**src/hw/rtl/ulpu_pkg.sv**
```systemverilog
// Shared types, codes and the u-law expander for the sample player.
package ulpu_pkg;

  typedef logic signed [15:0] sample_t;

  typedef enum logic [1:0] {
    REQ_START = 2'd0,
    REQ_DATA  = 2'd1,
    REQ_STOP  = 2'd2
  } req_t;

  // low seven bits of the format byte; bit 7 set means 16-bit PCM
  localparam logic [6:0] RATE_FULL    = 7'h01;
  localparam logic [6:0] RATE_HALF    = 7'h02;
  localparam logic [6:0] RATE_QUARTER = 7'h03;

  localparam int NUM_LANES  = 4;
  localparam int LANE_PTS   = 4;
  localparam int MAX_OUT    = 16;
  localparam int CNT_W      = 5;
  localparam int LEN_W      = 24;

  // per-word control that travels with the data into the merge stage
  typedef struct packed {
    logic       pcm;
    logic [1:0] up;
    logic       ended;
  } word_ctl_t;

  // G.711 u-law to 16-bit linear
  function automatic sample_t ulaw_decode(input logic [7:0] code);
    logic [7:0]  u;
    logic [15:0] t;
    u = ~code;
    t = (16'({u[3:0], 3'b000}) + 16'h0084) << u[6:4];
    if (u[7]) begin
      ulaw_decode = sample_t'(16'h0084 - t);
    end else begin
      ulaw_decode = sample_t'(t - 16'h0084);
    end
  endfunction

endpackage

```
**src/hw/rtl/ulpu_lane.sv**
```systemverilog
// One lane: decodes one packed element and forms the interpolated points up to it.
module ulpu_lane import ulpu_pkg::*; (
  input  logic        pcm,
  input  logic [1:0]  up,
  input  logic [15:0] raw,
  input  sample_t     a,
  output sample_t     b,
  output sample_t     pts [LANE_PTS]
);

  logic signed [16:0] sum2;
  logic signed [17:0] sum_a3;
  logic signed [17:0] sum_b3;
  sample_t            mid;
  sample_t            q1;
  sample_t            q3;

  assign b = pcm ? sample_t'(raw) : ulaw_decode(raw[7:0]);

  // floor shifts of signed sums
  assign sum2   = 17'(a) + 17'(b);
  assign sum_a3 = (18'(a) <<< 1) + 18'(a) + 18'(b);
  assign sum_b3 = (18'(b) <<< 1) + 18'(b) + 18'(a);
  assign mid    = sample_t'(sum2 >>> 1);
  assign q1     = sample_t'(sum_a3 >>> 2);
  assign q3     = sample_t'(sum_b3 >>> 2);

  always_comb begin
    pts[0] = b;
    pts[1] = b;
    pts[2] = b;
    pts[3] = b;
    case (up)
      2'd1: begin
        pts[0] = mid;
        pts[1] = b;
      end
      2'd2: begin
        pts[0] = q1;
        pts[1] = mid;
        pts[2] = q3;
        pts[3] = b;
      end
      default: begin
        pts[0] = b;
      end
    endcase
  end

endmodule

```
**src/hw/rtl/ulpu_merge.sv**
```systemverilog
// Merge: packs lane points in output order; shifts out one per cycle with smp_ready.
module ulpu_merge import ulpu_pkg::*; (
  input  logic      clk,
  input  logic      rst,
  input  logic      load,
  input  word_ctl_t ctl,
  input  sample_t   lane_pts [NUM_LANES][LANE_PTS],
  output logic      can_load,
  output logic      smp_valid,
  input  logic      smp_ready,
  output sample_t   sample,
  output logic      last_of_word,
  output logic      play_ended
);

  sample_t            packed_pts [MAX_OUT];
  sample_t            obuf [MAX_OUT];
  logic [CNT_W-1:0]   cnt;
  logic [CNT_W-1:0]   n_pts;
  logic [CNT_W-1:0]   base;
  logic               ended;
  logic               take;

  always_comb begin
    for (int k = 0; k < MAX_OUT; k++) begin
      packed_pts[k] = '0;
    end
    case (ctl.up)
      2'd1: begin
        for (int k = 0; k < 8; k++) begin
          packed_pts[k] = lane_pts[k / 2][k % 2];
        end
      end
      2'd2: begin
        for (int k = 0; k < MAX_OUT; k++) begin
          packed_pts[k] = lane_pts[k / 4][k % 4];
        end
      end
      default: begin
        for (int k = 0; k < NUM_LANES; k++) begin
          packed_pts[k] = lane_pts[k][0];
        end
      end
    endcase
  end

  assign base  = ctl.pcm ? CNT_W'(2) : CNT_W'(4);
  assign n_pts = base << ctl.up;

  assign smp_valid    = (cnt != '0);
  assign take         = smp_valid && smp_ready;
  assign last_of_word = (cnt == CNT_W'(1));
  assign play_ended   = ended && last_of_word;
  assign sample       = obuf[0];
  assign can_load     = !smp_valid || (take && last_of_word);

  always_ff @(posedge clk) begin
    if (rst) begin
      cnt <= '0;
    end else if (load) begin
      cnt <= n_pts;
    end else if (take) begin
      cnt <= cnt - CNT_W'(1);
    end
  end

  always_ff @(posedge clk) begin
    if (load) begin
      ended <= ctl.ended;
      for (int k = 0; k < MAX_OUT; k++) begin
        obuf[k] <= packed_pts[k];
      end
    end else if (take) begin
      for (int k = 0; k < MAX_OUT - 1; k++) begin
        obuf[k] <= obuf[k + 1];
      end
      obuf[MAX_OUT - 1] <= '0;
    end
  end

endmodule

```
**src/hw/rtl/ulaw_pcm_sample_player_upsampler_core.sv**
```systemverilog
// Top level: request decoding, playback state, decode lanes and output merge.
//
//  channel | signals                              | dir | meaning
//  req     | req_valid req_ready req_type word    | in  | start / data / stop transaction
//  smp     | smp_valid smp_ready sample           | out | one sample per transaction,
//          |   last_of_word play_ended            |     |   flags on the word's last one
//
// A data word gives 2 to 16 samples, sent from the merge shift register one per cycle
// while smp_ready is high. The word is decoded by four lanes the cycle after it is
// taken; the next word is taken while the current one drains. Start, stop and ignored
// requests give no output. Reset clears playback state and empties both stages.
// Output stalls back up through the merge stage to req_ready.
module ulaw_pcm_sample_player_upsampler_core import ulpu_pkg::*; #(
  parameter int BLOCK_SAMPLES = 128
) (
  input  logic          clk,
  input  logic          rst,
  input  logic          req_valid,
  output logic          req_ready,
  input  logic [1:0]    req_type,
  input  logic [31:0]   word,
  output logic          smp_valid,
  input  logic          smp_ready,
  output logic [15:0]   sample,
  output logic          last_of_word,
  output logic          play_ended
);

  localparam int WW      = $clog2(BLOCK_SAMPLES / 2 + 1);
  localparam int WORDS_P0 = BLOCK_SAMPLES / 2;
  localparam int WORDS_P1 = BLOCK_SAMPLES / 4;
  localparam int WORDS_P2 = BLOCK_SAMPLES / 8;
  localparam int WORDS_U0 = BLOCK_SAMPLES / 4;
  localparam int WORDS_U1 = BLOCK_SAMPLES / 8;
  localparam int WORDS_U2 = BLOCK_SAMPLES / 16;
  localparam int CONS_0   = BLOCK_SAMPLES;
  localparam int CONS_1   = BLOCK_SAMPLES / 2;
  localparam int CONS_2   = BLOCK_SAMPLES / 4;

  // playback state
  logic [7:0]       format_mode;
  logic [LEN_W-1:0] remaining_length;
  logic [WW-1:0]    word_in_block;
  logic             clr_pending;

  // word stage
  logic             s1_valid;
  logic [31:0]      s1_word;
  word_ctl_t        s1_ctl;
  logic             s1_clr;
  sample_t          prior_sample;

  logic             req_acc;
  logic             data_acc;
  logic             s1_go;
  logic             can_load;
  logic             cur_pcm;
  logic [1:0]       cur_up;
  logic [WW:0]      words;
  logic [WW:0]      wib_inc;
  logic [LEN_W-1:0] consumed;
  logic             block_done;
  logic             will_end;
  logic [6:0]       hdr_rate;
  logic             hdr_ok;

  sample_t          lane_a   [NUM_LANES];
  sample_t          lane_b   [NUM_LANES];
  logic [15:0]      lane_raw [NUM_LANES];
  sample_t          lane_pts [NUM_LANES][LANE_PTS];
  sample_t          smp_out;

  assign s1_go     = s1_valid && can_load;
  assign req_ready = !s1_valid || s1_go;
  assign req_acc   = req_valid && req_ready;
  assign data_acc  = req_acc && (req_type == REQ_DATA) && (format_mode != 8'h00);

  assign cur_pcm  = format_mode[7];
  assign cur_up   = format_mode[1:0] - 2'd1;
  assign hdr_rate = word[30:24];
  assign hdr_ok   = (hdr_rate == RATE_FULL) || (hdr_rate == RATE_HALF) ||
                    (hdr_rate == RATE_QUARTER);

  always_comb begin
    case (cur_up)
      2'd1: begin
        words    = cur_pcm ? (WW+1)'(WORDS_P1) : (WW+1)'(WORDS_U1);
        consumed = LEN_W'(CONS_1);
      end
      2'd2: begin
        words    = cur_pcm ? (WW+1)'(WORDS_P2) : (WW+1)'(WORDS_U2);
        consumed = LEN_W'(CONS_2);
      end
      default: begin
        words    = cur_pcm ? (WW+1)'(WORDS_P0) : (WW+1)'(WORDS_U0);
        consumed = LEN_W'(CONS_0);
      end
    endcase
  end

  assign wib_inc    = {1'b0, word_in_block} + (WW+1)'(1);
  assign block_done = (wib_inc >= words);
  assign will_end   = block_done && (remaining_length <= consumed);

  always_ff @(posedge clk) begin
    if (rst) begin
      format_mode      <= 8'h00;
      remaining_length <= '0;
      word_in_block    <= '0;
      clr_pending      <= 1'b1;
      s1_valid         <= 1'b0;
    end else begin
      if (data_acc) begin
        s1_valid <= 1'b1;
      end else if (s1_go) begin
        s1_valid <= 1'b0;
      end
      if (req_acc) begin
        case (req_type)
          REQ_START: begin
            format_mode      <= hdr_ok ? word[31:24] : 8'h00;
            remaining_length <= word[LEN_W-1:0];
            word_in_block    <= '0;
            clr_pending      <= 1'b1;
          end
          REQ_STOP: begin
            format_mode <= 8'h00;
          end
          REQ_DATA: begin
            if (format_mode != 8'h00) begin
              clr_pending <= 1'b0;
              if (block_done) begin
                word_in_block <= '0;
                if (will_end) begin
                  format_mode <= 8'h00;
                end else begin
                  remaining_length <= remaining_length - consumed;
                end
              end else begin
                word_in_block <= wib_inc[WW-1:0];
              end
            end
          end
          default: begin
          end
        endcase
      end
    end
  end

  always_ff @(posedge clk) begin
    if (data_acc) begin
      s1_word      <= word;
      s1_ctl.pcm   <= cur_pcm;
      s1_ctl.up    <= cur_up;
      s1_ctl.ended <= will_end;
      s1_clr       <= clr_pending;
    end
    if (s1_go) begin
      prior_sample <= s1_ctl.pcm ? lane_b[1] : lane_b[3];
    end
  end

  // lanes: each previous lane's decoded point is the next lane's start point
  always_comb begin
    for (int i = 0; i < NUM_LANES; i++) begin
      lane_raw[i] = {8'h00, s1_word[8*i +: 8]};
    end
    if (s1_ctl.pcm) begin
      lane_raw[0] = s1_word[15:0];
      lane_raw[1] = s1_word[31:16];
      lane_raw[2] = '0;
      lane_raw[3] = '0;
    end
    lane_a[0] = s1_clr ? sample_t'(0) : prior_sample;
    for (int i = 1; i < NUM_LANES; i++) begin
      lane_a[i] = lane_b[i - 1];
    end
  end

  for (genvar g = 0; g < NUM_LANES; g++) begin : g_lane
    ulpu_lane u_lane (
      .pcm (s1_ctl.pcm),
      .up  (s1_ctl.up),
      .raw (lane_raw[g]),
      .a   (lane_a[g]),
      .b   (lane_b[g]),
      .pts (lane_pts[g])
    );
  end

  ulpu_merge u_merge (
    .clk          (clk),
    .rst          (rst),
    .load         (s1_go),
    .ctl          (s1_ctl),
    .lane_pts     (lane_pts),
    .can_load     (can_load),
    .smp_valid    (smp_valid),
    .smp_ready    (smp_ready),
    .sample       (smp_out),
    .last_of_word (last_of_word),
    .play_ended   (play_ended)
  );

  assign sample = smp_out;

`ifndef ASSERT_OFF
  a_end_on_last: assert property (@(posedge clk) disable iff (rst)
    smp_valid && play_ended |-> last_of_word)
    else $error("play_ended without last_of_word");

  a_stop_clears: assert property (@(posedge clk) disable iff (rst)
    req_valid && req_ready && (req_type == REQ_STOP) |=> (format_mode == 8'h00))
    else $error("stop did not end playback");

  a_drain_empty: assert property (@(posedge clk) disable iff (rst)
    smp_valid && smp_ready && last_of_word && !s1_valid |=> !smp_valid)
    else $error("output valid with nothing loaded");

  a_hold_word: assert property (@(posedge clk) disable iff (rst)
    s1_valid && !can_load |=> s1_valid && $stable(s1_word))
    else $error("word stage lost a stalled word");
`endif

endmodule
```
**config.mk**
```make
export PLATFORM = sky130hd
export DESIGN_NAME = ulaw_pcm_sample_player_upsampler_core
export DESIGN_NICKNAME = d
export VERILOG_FILES = /design/src/hw/rtl/ulpu_pkg.sv /design/src/hw/rtl/ulpu_lane.sv /design/src/hw/rtl/ulpu_merge.sv /design/src/hw/rtl/ulaw_pcm_sample_player_upsampler_core.sv
export SDC_FILE = /design/constraint.sdc
export NUM_CORES = 1
export LEC_CHECK = 0
export BUFFER_PORTS_ARGS = -buffer_cell sky130_fd_sc_hd__buf_2
export CELL_PAD_IN_SITES_DETAIL_PLACEMENT = 1
export CELL_PAD_IN_SITES_GLOBAL_PLACEMENT = 1
export CORE_ASPECT_RATIO = 1.25
export CORE_MARGIN = 8
export CORE_UTILIZATION = 46
export CTS_CLUSTER_SIZE = 10
export DETAILED_ROUTE_END_ITERATION = 16
export PLACE_DENSITY = 0.89
export SYNTH_ARGS = -nofsm -noshare
export SYNTH_HDL_FRONTEND = slang
export SYNTH_SLANG_ARGS = --single-unit
export TNS_END_PERCENT = 1
```
**constraint.sdc**
```tcl
create_clock -name clk -period 6.5 [get_ports clk]
set_clock_uncertainty 0.05 [all_clocks]
set_input_delay 0.975 -clock clk [delete_from_list [all_inputs] [get_ports clk]]
set_output_delay 0.975 -clock clk [all_outputs]
set_load 0.005 [all_outputs]
```
After elaboration in Yosys (flattened, before gate mapping)
Memory sizes are Yosys's and may differ from the RTL's.
Index checks and enable logic that the tools add are counted.
{"block": "totals", "ff_bits": 100, "mem_bits_rw": 256, "in_bits": 38, "wordCells": 179, "memories": 1}
{"block": "classes", "n_addsub": 33, "order_cmp": 2, "eq_ne": 14, "shift": 5, "mux": 67, "n_bitwise": 20, "reduce_logical": 24}
{"name": "u_merge.obuf", "words": 16, "width": 16, "read_ports": 16, "rd_clocked_by_memory_dff": 0, "wr": 16, "line_no": "ulpu_merge.sv:17", "rtl": "sample_t obuf [MAX_OUT];"}
{"cell": "$mux W16", "count": 30}
{"cell": "$add A18 B16 Y18", "count": 8}
{"cell": "$mux W128", "count": 1}
{"cell": "$pmux W16 S2", "count": 4}
{"cell": "$pmux W64 S2", "count": 1}
{"cell": "$pmux W48 S2", "count": 1}
{"cell": "$add A17 B16 Y18", "count": 5}
{"cell": "$mux W24", "count": 3}
{"cell": "$add A16 B16 Y17", "count": 4}
{"cell": "$mux W64", "count": 1}
{"cell": "$shl A16 B3 Y16", "count": 4}
{"cell": "$sub A16 B8 Y16 const B", "count": 4}
{"cell": "$sub A8 B16 Y16 const A", "count": 4}
{"cell": "$pmux W24 S2", "count": 1}
{"cell": "$add A7 B8 Y9 const B", "count": 4}
{"cell": "$mux W8", "count": 4}
{"cell": "$not A8 Y8", "count": 4}
{"cell": "$pmux W7 S2", "count": 2}
{"cell": "$le A24 B24 Y1", "count": 1}
{"cell": "$pmux W8 S3", "count": 1}
{"cell": "$sub A24 B24 Y24", "count": 1}
{"cell": "$mux W7", "count": 3}
{"cell": "$or A1 B1 Y1", "count": 16}
{"cell": "$pmux W8 S2", "count": 1}
{"cell": "27 further kinds", "count": 57}

Depth between registers and ports, before layout
Gate-level depths: netlist (run 1).
{"block": "logic_depth", "word_depth": 12, "mapped_depth": 37, "ltp_nobuf": 34}

By module
From an unflattened synthesis (run 1), not the netlist that was laid out.
{"block": "unflattened", "cells_unflattened": 4031, "hier_area_um2": 36645.1}
{"module": "ulpu_merge", "instances": 1, "cells_per_inst": 1001, "area_per_inst_um2": 12919.9}
{"module": "ulpu_lane at g_lane[1].u_lane ...", "instances": 2, "cells_per_inst": 663, "area_per_inst_um2": 4793.3}
{"module": "ulpu_lane at g_lane[0].u_lane", "instances": 1, "cells_per_inst": 650, "area_per_inst_um2": 4906.0}
{"module": "ulaw_pcm_sample_player_upsampler_core", "instances": 1, "cells_per_inst": 424, "area_per_inst_um2": 4670.7}
{"module": "ulpu_lane at g_lane[3].u_lane", "instances": 1, "cells_per_inst": 630, "area_per_inst_um2": 4561.9}

Worst setup path after synthesis (run 1)
No wires, ideal clock.
{"block": "synth_path", "path_kind": "in2reg", "from": "input smp_ready", "to": "memory u_merge.obuf[0][0] (netlist bit) (enable)", "t_arrival_ps": 6084, "required_ps": 5844, "setup_slack_ps": -241, "cell_stages": 2, "cell_sequence": "mux2i_1 inv_1"}
{"item": "start: declaration", "line_no": "ulaw_pcm_sample_player_upsampler_core.sv:23", "rtl": "input logic smp_ready,"}
{"item": "end: declaration", "line_no": "ulpu_merge.sv:17"}

==> results of run 1 <==
## final cells by class
type	count	area share, %
Timing Repair Buffer	295	6.145
Clock buffer	64	3.717
Inverter	201	2.202
Multi-Input combinational cell	2670	54.89
Clock inverter	11	0.2217
Sequential cell	356	29.71
Tap cell	856	3.110
## layer usage
layer / GRT usage, % / up-vias / wire length [um]
met2: 53.55 / 1518 / 57400
met5: 0 / - / 39
li1: - / 12750 / -
met4: 25.77 / 6 / 11830
met3: 6.515 / 627 / 9329
met1: 33.95 / 14250 / 42640
## state kept, by name, indices dropped and copies added (netlist names)
name and flops:
clr_pending 1, format_mode 8, prior_sample 16, remaining_length 24, s1_clr 1, s1_ctl 4, s1_valid 1, s1_word 32
u_merge.cnt 5, u_merge.ended 1, u_merge.obuf 256, word_in_block 7
## repair_timing
item	in CTS	in global routing
setup endpoints to repair	24	32
cloned	0	0
resized for setup	17	93
hold buffers	0	0
pin swaps	3	33
buffers inserted	1	9
## metrics by stage
stage | cell area [sq um] | setup slack (ps)
6_report | 34430 | 155.9
5_1_grt | 34430 | -153.3
4_1_cts | 34060 | -29.72
3_5_place_dp | 32660 | -505.6
3_3_place_gp | 32660 | -13.59
2_1_floorplan | 30270 | -230.1
## cells in the mapped netlist, types with 31 or more instances
| cell type | instances |
|---|---|
| nand2_1 | 362 |
| o22ai_1 | 31 |
| nand2b_1 | 39 |
| clkbuf_1 | 145 |
| a211oi_1 | 33 |
| o21ai_0 | 237 |
| nor2_1 | 266 |
| a21oi_1 | 301 |
| a21o_1 | 60 |
| fa_1 | 40 |
| xor2_1 | 72 |
| nand3_1 | 52 |
| dfxtp_1 | 46 |
| nor3_1 | 49 |
| inv_1 | 194 |
| a22oi_1 | 40 |
| ha_1 | 266 |
| nor2b_1 | 49 |
| o21a_1 | 35 |
| xnor2_1 | 170 |
| a221oi_1 | 36 |
| and2_1 | 32 |
| a22o_1 | 52 |
| o21bai_1 | 44 |
| edfxtp_1 | 310 |
## cells by family after synthesis
group	count (synthesis)	share of synthesized area [%]
xor+xnor	244	7.126
simple gates	933	13.96
mux	46	1.682
other cells	2	0.02487
compound gates	1117	24.42
flops	356	33.87
buf+inv	387	5.142
fa+ha+maj	309	13.78
## power by group through the flow
stage               combinational [uW]  sequential [uW]  clock (uW)
finish                            1740             3660        2450
global route                      1870             3690        2530
CTS                               1710             3650        2450
detailed placement                1690             3690           0
global placement                  1620             3650           0
floorplan                         1160             3680           0
## worst register-to-register path: cells and delay by family, from the launching register on
family          cells  cell delay, ps
mux                 1             210
fa+ha+maj           3             800
compound gates     14            2620
simple gates        8            1450
buf+inv             1             140
xor+xnor            2             380
flops               1             470
## worst paths after layout
kind / start / end / slack (ps) / cells past startpoint
worst max-delay path: s1_word[20] / u_merge.obuf[1][47] / 160 / 29
worst max register to register: s1_word[20] / u_merge.obuf[1][47] / 160 / 29
worst min register to register: s1_ctl[0] / u_merge.ended / 390 / 0
worst min-delay path: s1_ctl[0] / u_merge.ended / 390 / 0
==> results.md, run 1 <==
* Status: complete, no violations
* Area contributors post-synth: edfxtp_1 (31%), ha_1 (11%), a21oi_1 (5.0%)
* Fin crit share at 97.60%
* Total Routing Usage GR at 31.61%
* Number of synthesized flops with an enable pin at 310
* Sequential cell area at 10230 sq um
* Buf+Inv Stages, Crit Path at 1
* CP top delay family: compound AO/OA/AOI/OAI gates
* Setup TNS at 0 ps
* Synthesis-stage register bit count at 356
* Avg Inst Size Synth at 8.898 sq um
* Vias in the first global route at 31270
* Leakage power at 0.01444 uW
* Worst setup SP type: register
* Post-Syn Instances at 3394
* Initial Utilization at 46.25%
* Most frequent cells in the layout: nand2_1 (360), edfxtp_1 (310), a21oi_1 (279)
* I/O pins at 58
* Worst EP required at 6800 ps
* Vias at 29140
* Area growth, synth to finish at 14.02%
* Hold/Removal Path Class: reg -> reg
* DPL Wire Length at 87020 um
* Rel. slew slack at 13.61%
* DRC at 0
* Number of diodes at 0
* Worst slew pin tran at 1295 ps
* Die area at 74160 sq um
* Clk_lat worst skew at 620 ps
* Final WL at 121200 um
* Final Util at 52.74%
* Largest net degree at the start of global routing at 125
* Design Power at 7849 uW
* Placer's final routability congestion estimate at 0.9526
* DR vias/cell at 6.545
* CTS tree: yes
* Power Dens Cells at 228.0 nW/um^2
* Crit Path Class: reg -> reg
* Comb pwr share at 22.2%
* Final Hold Vio Count at 0
* Drt first pass iters at 6
* Synth Flop Type: edfxtp_1
* Die Width at 245.2 um
* Seq/Total Area, Yosys at 33.87%
* Die Height at 302.5 um
* Async SR Flop Fraction at 0%
* Min cycle time layout at 6344 ps
* Share of cells above drive strength 1 at 14.04%
* Slowest CP cell: edfxtp_1
* Post-Place Cells at 4368
* Critical Path AT at 6640 ps
* First-pass GRT wire length at 182900 um
* Slew Limit Fails at 0
* Number of antenna-violating nets in the routed design at 0
* Drt initial violations at 2647
* Clk pwr share at 31.2%
* RSZ-0062 raised after global routing: true
* Core Rows at 105
* Post-synth cell types at 102
* Sw Pwr at 2549 uW
* Switching share of power at 32.48%
* Total congestion overflow at 0
* Critical Path End Type: register
* Synth Warn # at 0
* Critical path peak fanout at 4
* Multi-input gate area at 18900 sq um
* CTS Buf Count at 45
* Max Freq at 157.6 MHz
* Count of clock tree sinks at 356
* Seq pwr share at 46.6%
* Int Pwr at 5300 uW
* Max-Cap Viols at 0
* H-tree depth at 2
* Post-synth top area share at 30.83%
* Final-report setup violation count at 0
* Initial antenna violation count at 4
* DR WL/cell at 27.23 um
* Final nets at 3913
* Max clock buf depth at 3
* Core ar. at 65290 sq um
* Port Buffers at 57
* Clock Tree Root: clkbuf_16
* Cell taking the most area after synthesis: edfxtp_1
* Hold slack final at 387.9 ps
* Synth Cell Area at 30200 sq um
* Fillers at 7546
* Worst vdd ir at 0.3444 mV
* Finished Layout Cells at 4453
* Slowest cell delay on critical path at 470 ps
* CTS clk-pin slew, worst paths at 60 ps
* Commonest non-fill, non-tap cell in the layout: nand2_1
No activity file was read; power rests on OpenSTA's default activity.
==> run 2: changes to the inputs <==
Settings changed: CELL_PAD_IN_SITES_DETAIL_PLACEMENT 1 to 0, CORE_MARGIN 8 to 1.
==> results.md, run 2 (synthesis results as in run 1) <==
* Largest register FFs at 256
* CTS Buf Count at 44
* Die Height at 288.5 um
* Most flops, register: u_merge.obuf
* Final nets at 3885
* Critical Path AT at 6480 ps
* Hold Crit Depth at 0
* Share of cells above drive strength 1 at 12.81%
* Drt first pass iters at 8
* Finished Layout Cells at 4416
* Worst setup SP type: register
* Vias at 27020
* Hold slack final at 402.4 ps
* Total Routing Usage GR at 30.45%
* Initial antenna violation count at 0
* RSZ-0062 raised after global routing: true
* I/O pins at 58
* Placer's final routability congestion estimate at 0.9320
* Final Util at 52.73%
* Most frequent cells in the layout: nand2_1 (360), edfxtp_1 (310), a21oi_1 (286)
* Core ar. at 64670 sq um
* Worst R2R End: u_merge.obuf[0][111]
* Critical path peak fanout at 4
* Post-Place Cells at 4340
* Slowest cell delay on critical path at 450 ps
* CTS tree: yes
* Count of clock tree sinks at 356
* Worst flop-to-flop path startpoint: s1_word[20]
* Worst slew pin tran at 1422 ps
* CP top delay family: compound AO/OA/AOI/OAI gates
* Fillers at 6050
* Number of diodes at 0
* Leakage power at 0.01428 uW
* Area growth, synth to finish at 12.93%
* Core Rows at 104
* Die area at 66680 sq um
* CTS clk-pin slew, worst paths at 60 ps
* Power Dens Cells at 223.8 nW/um^2
* Max-Cap Viols at 0
* Max Freq at 161.7 MHz
* H-tree depth at 2
* DPL Wire Length at 73900 um
* Largest net degree at the start of global routing at 176
* Final Hold Vio Count at 0
* Crit Path Class: reg -> reg
* Worst EP required at 6800 ps
* Total congestion overflow at 0
* HP Start: s1_ctl[0]
* Vias in the first global route at 26440
* Rel. slew slack at 5.211%
* Port Buffers at 57
* Hold/Removal Path Class: reg -> reg
* Min cycle time layout at 6183 ps
* Initial Utilization at 46.70%
* Min-Delay Endpoint: u_merge.ended
* Slew Limit Fails at 0
* DR WL/cell at 22.95 um
* DRC at 0
* Max clock buf depth at 3
* First-pass GRT wire length at 155700 um
* Die Width at 231.2 um
* Slowest CP cell: edfxtp_1
* Number of antenna-violating nets in the routed design at 0
* Hold_buf cts at 0
* Commonest non-fill, non-tap cell in the layout: nand2_1
* Worst R2R Setup Slack at 320 ps
* Final WL at 101300 um
* Largest regs: u_merge.obuf (256), s1_word (32), remaining_length (24)
* Buf+Inv Stages, Crit Path at 2
* Final-report setup violation count at 0
* Clock Tree Root: clkbuf_16
* R2r worst-path depth at 30
* DR vias/cell at 6.119
* Status: complete, no violations
* Critical Path End Type: register
* Drt initial violations at 2754
* Fin crit share at 95.13%
* Clk_lat worst skew at 610 ps
* Worst vdd ir at 0.3556 mV
## run 2: cell types whose count changed in the layout (fill, tap and decap cells not counted), sizes merged
| cell | delta |
|---|---|
| inv | +2 |
| clkinvlp | +1 |
| clkbuf | +2 |
| clkinv | -7 |
| buf | -27 |
## run 2: repair_timing
item | CTS | global route
cloned | 0 | 0
endpoints found under the setup margin | 11 | 31
pin swaps | 0 | 13
gates resized for setup | 7 | 84
buffers inserted | 0 | 3
## run 2: layer usage
metal	vias to the layer above	wire length, um	GRT usage, %
met5	-	0	0
met3	349	6989	4.808
met2	1109	47650	50.78
met4	0	7369	19.45
met1	12850	39310	36.62
li1	12710	-	-
## run 2: worst max path at each step
stage | end | from | slack, ps | cells past startpoint
after floorplan | u_merge.obuf[0][111] | s1_ctl[3] | -230 | 32
after global placement | u_merge.obuf[0][78] | s1_ctl[3] | -70 | 28
after detailed placement | u_merge.obuf[0][78] | s1_ctl[3] | -230 | 28
after CTS | u_merge.obuf[0][111] | s1_word[20] | 5 | 33
after global routing | u_merge.obuf[0][78] | s1_ctl[3] | -170 | 28
final | u_merge.obuf[0][111] | s1_word[20] | 320 | 30
## run 2: through the flow
| step | setup WS, ps | total power [uW] | instance area [sq um] | setup TNS (ps) |
|---|---|---|---|---|
| after floorplan | -230.1 | 4837 | 30270 | -1447 |
| after global placement | -72.06 | 5269 | 32510 | -109.8 |
| after detailed placement | -230.0 | 5306 | 32510 | -762.7 |
| after CTS | 4.569 | 7649 | 33830 | 0 |
| after global routing | -170.8 | 7945 | 34100 | -1051 |
| final | 316.6 | 7633 | 34100 | 0 |
## run 2: worst register-to-register path, delay by kind of cell (launching register included)
kind / cells / cell delay [ps]
multiplexers: 1 / 170
adder cells (fa/ha/maj): 3 / 880
AO/OA/AOI/OAI: 16 / 2820
buffers and inverters: 2 / 190
AND/OR/NAND/NOR: 5 / 780
flip-flops: 1 / 450
XOR/XNOR: 3 / 610
## run 2: final cells by class
type | instances | area (sq um) | share of cell area (%)
multi-input cells | 2670 | 18820 | 55.19
inverters | 201 | 758.2 | 2.223
clock buffers | 66 | 1235 | 3.621
flip-flops and latches | 356 | 10230 | 30.00
repair buffers | 268 | 1933 | 5.668
clock inverters | 7 | 66.31 | 0.1944
well taps | 848 | 1061 | 3.111
## run 2: report_power, final
group | leakage [uW] | internal (uW) | switching, uW | total, uW
Combinational | 0.0104 | 498 | 1150 | 1650
Sequential | 0.00329 | 3440 | 196 | 3640
Clock | 0.000629 | 1310 | 1040 | 2350
